<file path="src/design/cce_pkg.sv">
// ---------------------------------------------------------------------------
// cce_pkg: configurable CRC engine package
// Shared types, register indexes, width codes and reset values.
// ---------------------------------------------------------------------------
package cce_pkg;

  localparam int unsigned CRC_W   = 32;
  localparam int unsigned BYTE_W  = 8;
  localparam int unsigned CFG_IDX_W = 3;

  localparam logic [CFG_IDX_W-1:0] REG_WIDTH_SEL = 3'd0;
  localparam logic [CFG_IDX_W-1:0] REG_REFLECTED = 3'd1;
  localparam logic [CFG_IDX_W-1:0] REG_POLY      = 3'd2;
  localparam logic [CFG_IDX_W-1:0] REG_INIT      = 3'd3;
  localparam logic [CFG_IDX_W-1:0] REG_XOR_OUT   = 3'd4;

  localparam logic [1:0] WSEL_8  = 2'd0;
  localparam logic [1:0] WSEL_16 = 2'd1;
  localparam logic [1:0] WSEL_32 = 2'd2;

  localparam logic CMD_RESTART = 1'b0;
  localparam logic CMD_DATA    = 1'b1;

  localparam logic [CRC_W-1:0] POLY_RST = 32'h04C1_1DB7;
  localparam logic [CRC_W-1:0] INIT_RST = 32'hFFFF_FFFF;
  localparam logic [CRC_W-1:0] XOR_RST  = 32'hFFFF_FFFF;
  localparam logic [CRC_W-1:0] CRC_RST  = 32'hFFFF_FFFF;

  typedef struct packed {
    logic [1:0]       width_sel;
    logic             reflected;
    logic [CRC_W-1:0] polynomial;
    logic [CRC_W-1:0] init_value;
    logic [CRC_W-1:0] xor_out;
  } cfg_t;

  function automatic logic [CRC_W-1:0] width_mask(input logic [1:0] wsel);
    logic [CRC_W-1:0] m;
    case (wsel)
      WSEL_8:  m = 32'h0000_00FF;
      WSEL_16: m = 32'h0000_FFFF;
      default: m = 32'hFFFF_FFFF;
    endcase
    return m;
  endfunction

endpackage

</file>
<file path="src/design/cce_in_if.sv">
// ---------------------------------------------------------------------------
// cce_in_if: request channel
// Valid/ready channel carrying a command and a data byte.
// ---------------------------------------------------------------------------
interface cce_in_if;
  logic       valid;
  logic       ready;
  logic       command;
  logic [7:0] data_byte;

  modport source (output valid, output command, output data_byte, input ready);
  modport sink   (input valid, input command, input data_byte, output ready);
endinterface

</file>
<file path="src/design/cce_out_if.sv">
// ---------------------------------------------------------------------------
// cce_out_if: result channel
// Valid/ready channel carrying the reported checksum.
// ---------------------------------------------------------------------------
interface cce_out_if;
  logic        valid;
  logic        ready;
  logic [31:0] checksum;

  modport source (output valid, output checksum, input ready);
  modport sink   (input valid, input checksum, output ready);
endinterface

</file>
<file path="src/design/configurable_crc_engine_top.sv">
// ---------------------------------------------------------------------------
// configurable_crc_engine_top: byte-wise CRC engine, 8/16/32 bits
//
//   channel   dir  handshake      payload
//   in_ch     in   valid/ready    command, data_byte
//   out_ch    out  valid/ready    checksum
//   cfg_*     in   write enable   cfg_index, cfg_wdata
//
// A request is registered, then folded into the CRC register when that
// stage advances, as its checksum lands in the output register. One request
// per cycle sustained unless out_ch stalls; the byte step is combinational.
// Reset is synchronous; the CRC register resets to all ones.
// A stalled output holds the input stage; in_ch.ready drops only when both
// stages are full and out_ch.ready is low.
// ---------------------------------------------------------------------------
module configurable_crc_engine_top (
  input  logic                          clk,
  input  logic                          rst_n,
  cce_in_if.sink                        in_ch,
  cce_out_if.source                     out_ch,
  input  logic                          cfg_we,
  input  logic [cce_pkg::CFG_IDX_W-1:0] cfg_index,
  input  logic [cce_pkg::CRC_W-1:0]     cfg_wdata
);
  import cce_pkg::*;

  cfg_t             cfg;
  logic             s1_valid_r;
  logic             s1_cmd_r;
  logic [BYTE_W-1:0] s1_byte_r;
  logic             out_valid_r;
  logic [CRC_W-1:0] out_sum_r;
  logic [CRC_W-1:0] crc_r;
  logic [CRC_W-1:0] crc_nxt;
  logic [CRC_W-1:0] sum_nxt;
  logic             s1_adv;
  logic             in_take;

  cce_cfg u_cfg (
    .clk       (clk),
    .rst_n     (rst_n),
    .cfg_we    (cfg_we),
    .cfg_index (cfg_index),
    .cfg_wdata (cfg_wdata),
    .cfg       (cfg)
  );

  cce_dp u_dp (
    .cfg       (cfg),
    .crc       (crc_r),
    .command   (s1_cmd_r),
    .data_byte (s1_byte_r),
    .crc_nxt   (crc_nxt),
    .checksum  (sum_nxt)
  );

  assign s1_adv      = s1_valid_r && (!out_valid_r || out_ch.ready);
  assign in_ch.ready = !s1_valid_r || s1_adv;
  assign in_take     = in_ch.valid && in_ch.ready;

  always_ff @(posedge clk) begin
    if (!rst_n) begin
      s1_valid_r  <= 1'b0;
      out_valid_r <= 1'b0;
      crc_r       <= CRC_RST;
    end else begin
      if (in_ch.ready) begin
        s1_valid_r <= in_ch.valid;
      end
      if (s1_adv) begin
        out_valid_r <= 1'b1;
        crc_r       <= crc_nxt;
      end else if (out_ch.ready) begin
        out_valid_r <= 1'b0;
      end
    end
  end

  always_ff @(posedge clk) begin
    if (in_take) begin
      s1_cmd_r  <= in_ch.command;
      s1_byte_r <= in_ch.data_byte;
    end
    if (s1_adv) begin
      out_sum_r <= sum_nxt;
    end
  end

  assign out_ch.valid    = out_valid_r;
  assign out_ch.checksum = out_sum_r;

endmodule

</file>
<file path="src/design/cce_cfg.sv">
// ---------------------------------------------------------------------------
// cce_cfg: configuration registers
// Write-only register file for width, bit order, polynomial, init and xor.
// ---------------------------------------------------------------------------
module cce_cfg (
  input  logic                           clk,
  input  logic                           rst_n,
  input  logic                           cfg_we,
  input  logic [cce_pkg::CFG_IDX_W-1:0]  cfg_index,
  input  logic [cce_pkg::CRC_W-1:0]      cfg_wdata,
  output cce_pkg::cfg_t                  cfg
);
  import cce_pkg::*;

  cfg_t cfg_r;
  cfg_t cfg_nxt;

  always_comb begin
    cfg_nxt = cfg_r;
    if (cfg_we) begin
      case (cfg_index)
        REG_WIDTH_SEL: cfg_nxt.width_sel  = cfg_wdata[1:0];
        REG_REFLECTED: cfg_nxt.reflected  = cfg_wdata[0];
        REG_POLY:      cfg_nxt.polynomial = cfg_wdata;
        REG_INIT:      cfg_nxt.init_value = cfg_wdata;
        REG_XOR_OUT:   cfg_nxt.xor_out    = cfg_wdata;
        default:       cfg_nxt = cfg_r;
      endcase
    end
  end

  always_ff @(posedge clk) begin
    if (!rst_n) begin
      cfg_r.width_sel  <= WSEL_32;
      cfg_r.reflected  <= 1'b1;
      cfg_r.polynomial <= POLY_RST;
      cfg_r.init_value <= INIT_RST;
      cfg_r.xor_out    <= XOR_RST;
    end else begin
      cfg_r <= cfg_nxt;
    end
  end

  assign cfg = cfg_r;

endmodule

</file>
<file path="src/design/cce_dp.sv">
// ---------------------------------------------------------------------------
// cce_dp: CRC byte step
// Folds a byte into the CRC or, on restart, loads init; 8/16-bit widths run
// top-aligned in the 32-bit path for MSB-first, low-aligned for LSB-first.
// ---------------------------------------------------------------------------
module cce_dp (
  input  cce_pkg::cfg_t              cfg,
  input  logic [cce_pkg::CRC_W-1:0]  crc,
  input  logic                       command,
  input  logic [cce_pkg::BYTE_W-1:0] data_byte,
  output logic [cce_pkg::CRC_W-1:0]  crc_nxt,
  output logic [cce_pkg::CRC_W-1:0]  checksum
);
  import cce_pkg::*;

  logic [CRC_W-1:0] mask;
  logic [CRC_W-1:0] crc_m;
  logic [CRC_W-1:0] poly_al;
  logic [CRC_W-1:0] poly_rev;
  logic [CRC_W-1:0] crc_al;
  logic [CRC_W-1:0] c_lsb;
  logic [CRC_W-1:0] c_msb;
  logic [CRC_W-1:0] v_lsb;
  logic [CRC_W-1:0] v_msb;
  logic [CRC_W-1:0] res_lsb;
  logic [CRC_W-1:0] res_msb_al;
  logic [CRC_W-1:0] res_msb;

  assign mask  = width_mask(cfg.width_sel);
  assign crc_m = crc & mask;

  always_comb begin
    case (cfg.width_sel)
      WSEL_8: begin
        poly_al = {cfg.polynomial[7:0], 24'b0};
        crc_al  = {crc_m[7:0], 24'b0};
      end
      WSEL_16: begin
        poly_al = {cfg.polynomial[15:0], 16'b0};
        crc_al  = {crc_m[15:0], 16'b0};
      end
      default: begin
        poly_al = cfg.polynomial;
        crc_al  = crc_m;
      end
    endcase
  end

  always_comb begin
    for (int i = 0; i < CRC_W; i++) begin
      poly_rev[i] = poly_al[CRC_W-1-i];
    end
  end

  always_comb begin
    c_lsb = crc_m ^ {24'b0, data_byte};
    v_lsb = {24'b0, c_lsb[7:0]};
    for (int i = 0; i < BYTE_W; i++) begin
      v_lsb = v_lsb[0] ? ((v_lsb >> 1) ^ poly_rev) : (v_lsb >> 1);
    end
    res_lsb = (v_lsb ^ (c_lsb >> 8)) & mask;
  end

  always_comb begin
    c_msb = crc_al ^ {data_byte, 24'b0};
    v_msb = {c_msb[31:24], 24'b0};
    for (int i = 0; i < BYTE_W; i++) begin
      v_msb = v_msb[CRC_W-1] ? ((v_msb << 1) ^ poly_al) : (v_msb << 1);
    end
    res_msb_al = v_msb ^ (c_msb << 8);
  end

  always_comb begin
    case (cfg.width_sel)
      WSEL_8:  res_msb = {24'b0, res_msb_al[31:24]};
      WSEL_16: res_msb = {16'b0, res_msb_al[31:16]};
      default: res_msb = res_msb_al;
    endcase
  end

  always_comb begin
    if (command == CMD_RESTART) begin
      crc_nxt = cfg.init_value & mask;
    end else if (cfg.reflected) begin
      crc_nxt = res_lsb;
    end else begin
      crc_nxt = res_msb;
    end
  end

  assign checksum = (crc_nxt ^ cfg.xor_out) & mask;

endmodule

</file>
<file path="src/flat_wrapper.sv">
// flat-port wrapper written by rule: the top's interface ports become plain ports
module configurable_crc_engine_top_flat import cce_pkg::*;
  (clk, rst_n, cfg_we, cfg_index, cfg_wdata, in_ch_valid, in_ch_command, in_ch_data_byte, in_ch_ready, out_ch_valid, out_ch_checksum, out_ch_ready);
  cce_in_if in_ch_i ();
  cce_out_if out_ch_i ();
  input  logic clk;
  input  logic rst_n;
  input  logic cfg_we;
  input  logic [cce_pkg::CFG_IDX_W-1:0] cfg_index;
  input  logic [cce_pkg::CRC_W-1:0] cfg_wdata;
  input wire logic [$bits(in_ch_i.valid)-1:0] in_ch_valid;
  input wire logic [$bits(in_ch_i.command)-1:0] in_ch_command;
  input wire logic [$bits(in_ch_i.data_byte)-1:0] in_ch_data_byte;
  output wire logic [$bits(in_ch_i.ready)-1:0] in_ch_ready;
  output wire logic [$bits(out_ch_i.valid)-1:0] out_ch_valid;
  output wire logic [$bits(out_ch_i.checksum)-1:0] out_ch_checksum;
  input wire logic [$bits(out_ch_i.ready)-1:0] out_ch_ready;
  assign in_ch_i.valid = in_ch_valid;
  assign in_ch_i.command = in_ch_command;
  assign in_ch_i.data_byte = in_ch_data_byte;
  assign in_ch_ready = in_ch_i.ready;
  assign out_ch_valid = out_ch_i.valid;
  assign out_ch_checksum = out_ch_i.checksum;
  assign out_ch_i.ready = out_ch_ready;
  configurable_crc_engine_top u_core (.clk(clk), .rst_n(rst_n), .in_ch(in_ch_i), .out_ch(out_ch_i), .cfg_we(cfg_we), .cfg_index(cfg_index), .cfg_wdata(cfg_wdata));
endmodule
</file>
<file path="config.mk">
export PLATFORM = sky130hd
export DESIGN_NAME = configurable_crc_engine_top_flat
export DESIGN_NICKNAME = d
export VERILOG_FILES = /design/src/design/cce_pkg.sv /design/src/design/cce_in_if.sv /design/src/design/cce_out_if.sv /design/src/design/configurable_crc_engine_top.sv /design/src/design/cce_cfg.sv /design/src/design/cce_dp.sv /design/src/flat_wrapper.sv
export SDC_FILE = /design/constraint.sdc
export NUM_CORES = 1
export LEC_CHECK = 0
export ABC_AREA = 1
export CAP_MARGIN = 30
export CELL_PAD_IN_SITES_DETAIL_PLACEMENT = 1
export CELL_PAD_IN_SITES_GLOBAL_PLACEMENT = 1
export CORE_MARGIN = 10
export CORE_UTILIZATION = 50
export CTS_BUF_LIST = sky130_fd_sc_hd__clkbuf_8
export DETAILED_ROUTE_END_ITERATION = 16
export DONT_BUFFER_PORTS = 1
export PLACE_DENSITY = 0.95
export SLEW_MARGIN = 40
export SYNTH_ARGS = -nofsm -noshare
export SYNTH_HDL_FRONTEND = slang
export SYNTH_SLANG_ARGS = --single-unit
</file>
<file path="constraint.sdc">
create_clock -name clk -period 5.3 [get_ports clk]
set_input_delay 1.59 -clock clk [delete_from_list [all_inputs] [get_ports clk]]
set_output_delay 1.59 -clock clk [all_outputs]
set_load 0.005 [all_outputs]
</file>
==> metrics.log, run 1 <==
[metrics] number of sinks driven by the clock tree: between 150 and 200
[metrics] post-synth top area share: 25.4%
[metrics] Post-DP HPWL: about 70 mm
[metrics] number of storage elements in the synthesis netlist: 174
[metrics] Post-synth EDFFs: 41
[metrics] run status: did not finish
[metrics] input/output buffers: 0
[metrics] prevailing post-synth register cell: dfxtp_1
[metrics] die height: between 200 and 250 µm
[metrics] net count after synthesis: 3,150
[metrics] GRT Total Usage: approximately four fifths
[metrics] Synth async-reset ratio: 0%
[metrics] synthesized netlist cell count: approximately 3,100
[metrics] die width: 208 µm
[metrics] endpoint with the least setup slack after the last global-route repair: u_core.out_ch.checksum[22]$_DFFE_PP_/D
[metrics] Clock Path Buffers: 2
[metrics] Seq/Total Area, Yosys: ~22%
[metrics] I/O pin total: 83
[metrics] CTS root buf: clkbuf_8
[metrics] last stage reached: global routing (5_1_grt)
[metrics] GPL Wtd Cong: ~1.2
[metrics] first error in the log: [ERROR GRT-0232] Routing congestion too high. Check the congestion heatmap in the GUI.
[metrics] setup slack at placement: -296 ps
[metrics] Yosys warning count: 0
[metrics] WEP type: register input
[metrics] post-synth design cell area: ~18,000 µm²
[metrics] initial core utilization: 51.0%
[metrics] Rows: 68
[metrics] number of CTS-inserted buffers: 17
[metrics] CTS H-Tree Depth: 4
[metrics] average footprint of a synthesized cell: between 5 and 6 µm²
[metrics] largest net degree at the start of global routing: 105
[metrics] # Post-CTS Setup Buffers: 0
[metrics] number of distinct library cells after synthesis: 41
[metrics] cell type with the largest total area after synthesis: nand2_1
[metrics] top area cells in the synthesized netlist: nand2_1, dfxtp_1, nand3_1
[metrics] gr ovfl total: 281
[metrics] quantity of hold-fixing buffers added after cts: 0
[synthesized netlist by cell type, types with 2 or more instances]
cell type,number
nand2_1,1196
nand3_1,419
inv_1,295
nor2_1,251
xor2_1,139
dfxtp_1,133
xnor2_1,91
clkbuf_1,82
o21ai_0,72
a21oi_1,69
buf_2,49
edfxtp_1,41
o211ai_1,41
o21ai_1,24
nand3b_1,21
nand3_2,20
buf_4,17
nand4_1,17
inv_2,16
buf_1,15
or2_2,15
nand2_2,13
nor3_1,9
o21bai_1,9
nand2_4,8
clkinv_1,7
buf_6,5
nor2_2,4
o22ai_1,4
o22ai_2,4
nor2_4,3
nand3_4,2
or2_1,2
[what timing repair did]
item | 4_1_cts
gates cloned | 1
resized for setup | 30
endpoints found under the setup margin | 63
pin swaps | 1
hold endpoints to repair | 0
[logic make-up after synthesis]
family / count (synthesis) / share of synthesized area (%)
simple gates: 1982 / 47.7
buf+inv: 487 / 11.3
xor+xnor: 232 / 11.6
compound gates: 226 / 7.45
flops: 174 / 22.0
[routing by layer]
metal / overflow / track usage [%]
met1: 16 / 78.6
met2: 121 / 89.1
met3: 23 / 76.7
met4: 118 / 80.0
met5: 3 / 54.0
[per-stage QoR]
| stage | TNS, ps | cells | area [µm²] |
|---|---|---|---|
| detailed placement | -1680 | 3476 | 18200 |
| global placement | 0 | 3476 | 18200 |
| floorplan | 0 | 3101 | 17700 |
| CTS | 0 | 3509 | 18700 |
==> inputs of run 2 (changes only) <==
--- a/config.mk
+++ b/config.mk
@@ -7,14 +7,11 @@
 export LEC_CHECK = 0
 export ABC_AREA = 1
 export CAP_MARGIN = 30
-export CELL_PAD_IN_SITES_DETAIL_PLACEMENT = 1
-export CELL_PAD_IN_SITES_GLOBAL_PLACEMENT = 1
 export CORE_MARGIN = 10
-export CORE_UTILIZATION = 50
-export CTS_BUF_LIST = sky130_fd_sc_hd__clkbuf_8
+export CORE_UTILIZATION = 40
 export DETAILED_ROUTE_END_ITERATION = 16
 export DONT_BUFFER_PORTS = 1
-export PLACE_DENSITY = 0.95
+export PLACE_DENSITY_LB_ADDON = 0.15
 export SLEW_MARGIN = 40
 export SYNTH_ARGS = -nofsm -noshare
 export SYNTH_HDL_FRONTEND = slang
==> metrics.log, run 2 <==
[metrics] total area of multi-input combinational cells: between 10,000 and 15,000 µm²
[metrics] number of pins exceeding their max-slew limit in the final report: 0
[metrics] CTS root buf: clkbuf_16
[metrics] most common library cells after synthesis: nand2_1, nand3_1, inv_1, nor2_1, xor2_1
[metrics] Post-synth EDFFs: 41 (unchanged)
[metrics] CP endpoint kind: flip-flop
[metrics] Detailed Routing Iterations Pass 1: 8
[metrics] sequential cell area: 3890 µm²
[metrics] Synth-to-Final Area Change: 8.96%
[metrics] number of CTS-inserted buffers: 17 (unchanged)
[metrics] critical-path maximum fanout: 15
[metrics] unrepaired setup endpoints after global routing: no
[metrics] Worst Setup Path Type: flip-flop to flip-flop
[metrics] largest net degree at the start of global routing: approximately 110
[metrics] post-synth design cell area: 17,700 µm² (unchanged)
[metrics] routed wire length per instance: 22.1 µm
[metrics] Filler cells: approximately 4,800
[metrics] number of sinks driven by the clock tree: 174 (unchanged)
[metrics] launch instance of the worst register-to-register path: u_core.u_cfg.cfg[98]
[metrics] average footprint of a synthesized cell: 5.71 µm² (unchanged)
[metrics] initial antenna violation count: 1
[metrics] slew at the pin closest to its max-slew limit: roughly 860 ps
[metrics] via count of the first global-routing pass: 18,200
[metrics] DP Cell Count: 3,637 (+4.6%)
[metrics] input/output buffers: 0 (unchanged)
[metrics] worst clock skew: 11.6 ps
[metrics] I/O pin total: 83 (unchanged)
[metrics] die width: 230 µm (+11%)
[metrics] Rows: 77 (+13%)
[metrics] Power per Cell Area: 373 nW/µm²
[metrics] Max Clock Freq: around 200 MHz
[metrics] slowest library cell on the worst path: dfxtp_2
[metrics] first-iteration detailed-routing DRC count: 2,359
[metrics] most common cell after layout, fill and taps aside: nand2_1
[metrics] clock-pin slew of the registers on the worst-case setup and hold paths: roughly 70 ps
[metrics] post-synth top area share: 25.4% (unchanged)
[metrics] post-DR vias/cell: around 5.5
[metrics] TritonCTS clock tree: built
[metrics] GRT Total Usage: 29.5%
[metrics] crit path time final: about 5000 ps
[metrics] final cell count without fillers: 3,676
[metrics] Synth async-reset ratio: 0% (unchanged)
[metrics] count of endpoints failing setup in the final report: 0
[metrics] prevailing post-synth register cell: dfxtp_1
[metrics] Total Die Area: about 53,000 µm²
[metrics] number of storage elements in the synthesis netlist: 174 (unchanged)
[metrics] Clock Path Buffers: 2 (unchanged)
[metrics] top area cells in the synthesized netlist: nand2_1, dfxtp_1, nand3_1
[metrics] count of nets after finishing: between 3,000 and 4,000
[metrics] number of vias in the routed layout: between 20,000 and 25,000
[metrics] layout cell share with drive strength beyond 1: between 8 and 9%
[metrics] WL final: 81.1 mm
[metrics] cell type with the largest total area after synthesis: nand2_1
[metrics] worst-case headroom to the max-slew limit: a little over two fifths
[metrics] hold path startpoint: u_core.u_cfg.cfg[62]
[metrics] worst-skew pair later-pin latency: 460 ps
[metrics] Placeable Area: roughly 44,000 µm²
[metrics] remaining design rule violation count: 0
[metrics] Peak supply drop: 0.000274 V
[metrics] critical path required time: roughly 5500 ps
[metrics] most used standard cell by instance count after synthesis: nand2_1
[metrics] GPL Wtd Cong: 1.05 (-9.2%)
[metrics] final hold violations: 0
[metrics] data arrival time at the worst-slack endpoint: between 5000 and 6000 ps
[metrics] synthesized netlist cell count: 3,101 (unchanged)
[metrics] flip-flop count of the largest register, all copies and words added: between 90 and 100
[metrics] Hold WC Path Type: flip-flop to flip-flop
[metrics] Seq/Total Area, Yosys: 22.0% (unchanged)
[metrics] leakage power: 0.0102 µW
[metrics] CP most frequent cell: nand2_1
[metrics] number of nets still failing antenna checks after routing: 0
[metrics] most frequent cells in the layout: nand2_1, nand3_1, inv_1
[metrics] final clock period utilization by the worst path: 93.9%
[metrics] setup TNS after final layout: 0 ps
[metrics] kind of start point of the critical path: flip-flop
[metrics] CTS H-Tree Depth: 4 (unchanged)
[metrics] number of distinct library cells after synthesis: 41 (unchanged)
[metrics] net count after synthesis: 3,150 (unchanged)
[metrics] gr ovfl total: 0
[metrics] run status: finished clean
[metrics] initial core utilization: 40.2% (-11 points)
[metrics] critical path launch point: u_core.u_cfg.cfg[98]
[metrics] CP peak stage delay: around 400 ps
[metrics] Post-DP HPWL: 61.7 mm (-12%)
[metrics] die height: 230 µm (+11%)
[metrics] Yosys warning count: 0 (unchanged)
[metrics] first-pass GRT wire length: 119 mm
[metrics] number of max-cap violations: 0
[run 2: cell counts after synthesis]
Identical to the previous run, type by type.
[run 2: final timing paths]
path / cells past startpoint / slack [ps] / end
worst max-delay path: 32 / 320 / u_core.out_ch.checksum[5]
worst min-delay path: 2 / 470 / u_core.u_cfg.cfg[62]
worst max register to register: 32 / 320 / u_core.out_ch.checksum[5]
worst min register to register: 2 / 470 / u_core.u_cfg.cfg[62]
[run 2: cell families (layout without fill, tap and decap cells)]
kind of cell | Yosys count | after routing | synth area share, %
simple gates | 1982 | 1983 | 47.7
buf+inv | 487 | 468 | 11.3
xor+xnor | 232 | 232 | 11.6
compound gates | 226 | 226 | 7.45
flops | 174 | 174 | 22.0
other cells | 0 | 1 | 0
[run 2: final cells by class]
| class | count | area share, % |
|---|---|---|
| inverters | 318 | 6.22 |
| flip-flops and latches | 174 | 20.2 |
| clock inverters | 14 | 0.811 |
| repair buffers | 118 | 5.17 |
| diodes | 1 | 0.0130 |
| multi-input cells | 2441 | 61.5 |
| well taps | 592 | 3.84 |
| clock buffers | 18 | 2.23 |
[run 2: per-layer routing]
layer / vias to the layer above / track usage [%] / wire length [µm]
met1: 9472 / 39.4 / 34600
met4: 0 / 12.1 / 3480
met5: - / 0 / 0
met3: 164 / 5.80 / 7320
li1: 9655 / - / -
met2: 938 / 45.9 / 35700
[run 2: stage by stage]
stage	hold slack, ps	utilization (%)	area [µm²]	total power [µW]	setup slack, ps
after detailed placement	454	42.2	18600	5750	232
after CTS	475	43.5	19200	7050	176
after global routing	495	43.8	19300	7660	20.3
final	473	43.8	19300	7190	322
after global placement	452	42.2	18600	5710	245
after floorplan	429	-	17700	4570	1720
[run 2: worst max-delay path, delay by kind of cell, from the launching register on]
kind	cells	cell delay (ps)
DFF	1	390
buffers and inverters	4	590
and+or+nand+nor	28	3730
[run 2: power by group]
group          internal, µW  total (µW)  switching (µW)
sequential             1460        1530            68.0
clock                   667        1280             616
combinational          1410        4380            2970
total                  3540        7190            3650
[run 2: repair_timing]
item                                    4_1_cts  5_1_grt
buffers inserted                              0        5
hold buffers                                  0        0
gates resized for setup                       0       18
endpoints found under the setup margin        0       39
Power figures use the tool's default switching activity.
==> inputs of run 3 (changes only) <==
--- a/config.mk
+++ b/config.mk
@@ -12,6 +12,7 @@
 export DETAILED_ROUTE_END_ITERATION = 16
 export DONT_BUFFER_PORTS = 1
 export PLACE_DENSITY_LB_ADDON = 0.15
+export SETUP_SLACK_MARGIN = 0.4
 export SLEW_MARGIN = 40
 export SYNTH_ARGS = -nofsm -noshare
 export SYNTH_HDL_FRONTEND = slang
==> metrics.log, run 3 (synthesis results as in run 2) <==
[metrics] data arrival time at the worst-slack endpoint: 4940 ps (-250 ps)
[metrics] flip-flop count of the largest register, all copies and words added: 99 (unchanged)
[metrics] clock-pin slew of the registers on the worst-case setup and hold paths: 70 ps (about the same)
[metrics] Logic pwr share: 62.1% (+1.2 points)
[metrics] leakage power: 0.0104 µW (+1.7%)
[metrics] final hold violations: 0 (unchanged)
[metrics] number of max-cap violations: 0 (unchanged)
[metrics] critical-path maximum fanout: 24 (+9)
[metrics] I/O pin total: 83 (unchanged)
[metrics] layout cell share with drive strength beyond 1: 9.63% (+1.5 points)
[metrics] Synth-to-Final Area Change: 11.6%
[metrics] CTS root buf: clkbuf_16
[metrics] GRT Total Usage: 29.6% (+0.10 points)
[metrics] setup TNS after final layout: 0 ps (unchanged)
[metrics] die width: 230 µm (unchanged)
[metrics] Top delay family on crit path: simple AND/OR/NAND/NOR gates
[metrics] worst clock skew: 8.63 ps (-3.00 ps)
[metrics] Peak supply drop: 0.000273 V (about the same)
[metrics] Filler cells: 4,730 (-0.98%)
[metrics] number of buffers and inverters on the critical path: 2 (-2)
[metrics] first-iteration detailed-routing DRC count: 2,655 (+13%)
[metrics] Pint: 3660 µW (+3.4%)
[metrics] ant diodes: 0 (-1)
[metrics] Rows: 77 (unchanged)
[metrics] Max Clock Freq: 211 MHz (+5.2%)
[metrics] Placeable Area: 44,000 µm² (unchanged)
[metrics] final clock period utilization by the worst path: 89.3% (-4.7 points)
[metrics] clock network fraction of design power: 17.3% (-0.6 points)
[metrics] die height: 230 µm (unchanged)
[metrics] input/output buffers: 0 (unchanged)
[metrics] via count of the first global-routing pass: 18,200 (+0.22%)
[metrics] most frequent cells in the layout: nand2_1, nand3_1, inv_1
[metrics] Total Die Area: 53,100 µm² (unchanged)
[metrics] Power per Cell Area: 376 nW/µm² (+0.87%)
[metrics] switching share of power: 50.8% (about the same)
[metrics] most common cell after layout, fill and taps aside: nand2_1
[metrics] initial antenna violation count: 0 (-1)
[metrics] kind of start point of the critical path: flip-flop
[metrics] post-DR vias/cell: 5.52 (+0.32%)
[metrics] initial core utilization: 40.2% (unchanged)
[metrics] worst-case headroom to the max-slew limit: 41.8% (-0.89 points)
[metrics] power dissipated by switching net loads: 3770 µW (+3.3%)
[metrics] CP most frequent cell: nand2_1
[metrics] count of nets after finishing: 3,131 (+0.38%)
[metrics] worst-skew pair later-pin latency: 450 ps (about the same)
[metrics] CP endpoint kind: flip-flop
[metrics] slowest library cell on the worst path: dfxtp_4
[metrics] number of pins exceeding their max-slew limit in the final report: 0 (unchanged)
[metrics] routed wire length per instance: 22.4 µm (+1.4%)
[metrics] gr ovfl total: 0 (unchanged)
[metrics] Seq pwr share: 20.6% (-0.7 points)
[metrics] slew at the pin closest to its max-slew limit: 873 ps (+13.4 ps)
[metrics] number of vias in the routed layout: 20,400 (+0.62%)
[metrics] number of sinks driven by the clock tree: 174 (unchanged)
[metrics] number of CTS-inserted buffers: 17 (unchanged)
[metrics] Hold WC Path Type: flip-flop to flip-flop
[metrics] WL final: 82.5 mm (+1.7%)
[metrics] count of endpoints failing setup in the final report: 0 (unchanged)
[metrics] Post-DP HPWL: 61.7 mm (unchanged)
[metrics] crit path time final: 4730 ps (-248 ps)
[metrics] unrepaired setup endpoints after global routing: yes
[metrics] GPL Wtd Cong: 1.05 (unchanged)
[metrics] largest net degree at the start of global routing: 105 (unchanged)
[metrics] critical path required time: 5510 ps (about the same)
[metrics] internal reg-to-reg setup slack: 570 ps (+250 ps)
[metrics] TritonCTS clock tree: built
[metrics] number of nets still failing antenna checks after routing: 0 (unchanged)
[metrics] Detailed Routing Iterations Pass 1: 6 (-2)
[metrics] Worst Setup Path Type: flip-flop to flip-flop
[metrics] run status: finished clean
[metrics] first-pass GRT wire length: 119 mm (+0.23%)
[metrics] CTS H-Tree Depth: 4 (unchanged)
[metrics] overall power of the completed layout: 7430 µW (+3.3%)
[metrics] Clock Path Buffers: 2 (unchanged)
[metrics] CP peak stage delay: 410 ps (+20 ps)
[metrics] remaining design rule violation count: 0 (unchanged)
[metrics] post-layout util: 44.9% (+1.1 points)
==> run 3: timing repair <==
action                     4_1_cts  5_1_grt
resized for setup                4       96
cloned                           1        6
hold buffers                     0        0
setup buffers                    0       11
setup endpoints to repair       18       64
pin swaps                        1        9
==> run 3: routing by layer <==
layer  wire length (µm)  share of wire [%]  vias up  track usage [%]
met5                  0                  0        -                0
li1                   -                  -     9684                -
met4               3700                4.5        0             11.7
met2              36100                 44     1007             46.3
met1              34700                 42     9487             39.4
met3               8030                9.7      177             5.98
==> run 3: power groups by stage <==
stage,Combinational [µW],Sequential (µW),Clock (µW)
floorplan,3040,1520,0
global placement,4150,1560,0
detailed placement,4200,1560,0
CTS,4240,1530,1300
global route,5010,1530,1340
finish,4620,1530,1280
==> run 3: area by class of cell <==
class | instances | area [µm²] | area share (%)
Sequential cell | 174 | 3900 | 19.7
Inverter | 318 | 1210 | 6.12
Clock inverter | 14 | 156 | 0.792
Clock buffer | 18 | 429 | 2.17
Tap cell | 592 | 741 | 3.75
Multi-Input combinational cell | 2443 | 12100 | 61.1
Timing Repair Buffer | 128 | 1250 | 6.33
==> run 3: path summary, 6_finish.rpt <==
kind                        startpoint                   endpoint  cells past startpoint
setup / recovery  u_core.u_cfg.cfg[98]  u_core.out_ch.checksum[5]                     29
hold / removal    u_core.u_cfg.cfg[62]       u_core.u_cfg.cfg[62]                      2
setup reg to reg  u_core.u_cfg.cfg[98]  u_core.out_ch.checksum[5]                     29
hold reg to reg   u_core.u_cfg.cfg[62]       u_core.u_cfg.cfg[62]                      2
==> run 3: through the flow <==
stage          area (µm²)  cells  hold WS, ps  worst slack, ps
2_1_floorplan       17700   3101          429             1720
3_3_place_gp        18600   3637          452              245
3_5_place_dp        18600   3637          454              232
4_1_cts             19200   3670          475              322
5_1_grt             19800   3687          495              362
6_report            19800   3687          472              569
==> run 3: worst min-delay path, delay by kind of cell (launching register included) <==
| family | cells | cell delay [ps] |
|---|---|---|
| and+or+nand+nor | 2 | 110 |
| DFF | 1 | 330 |
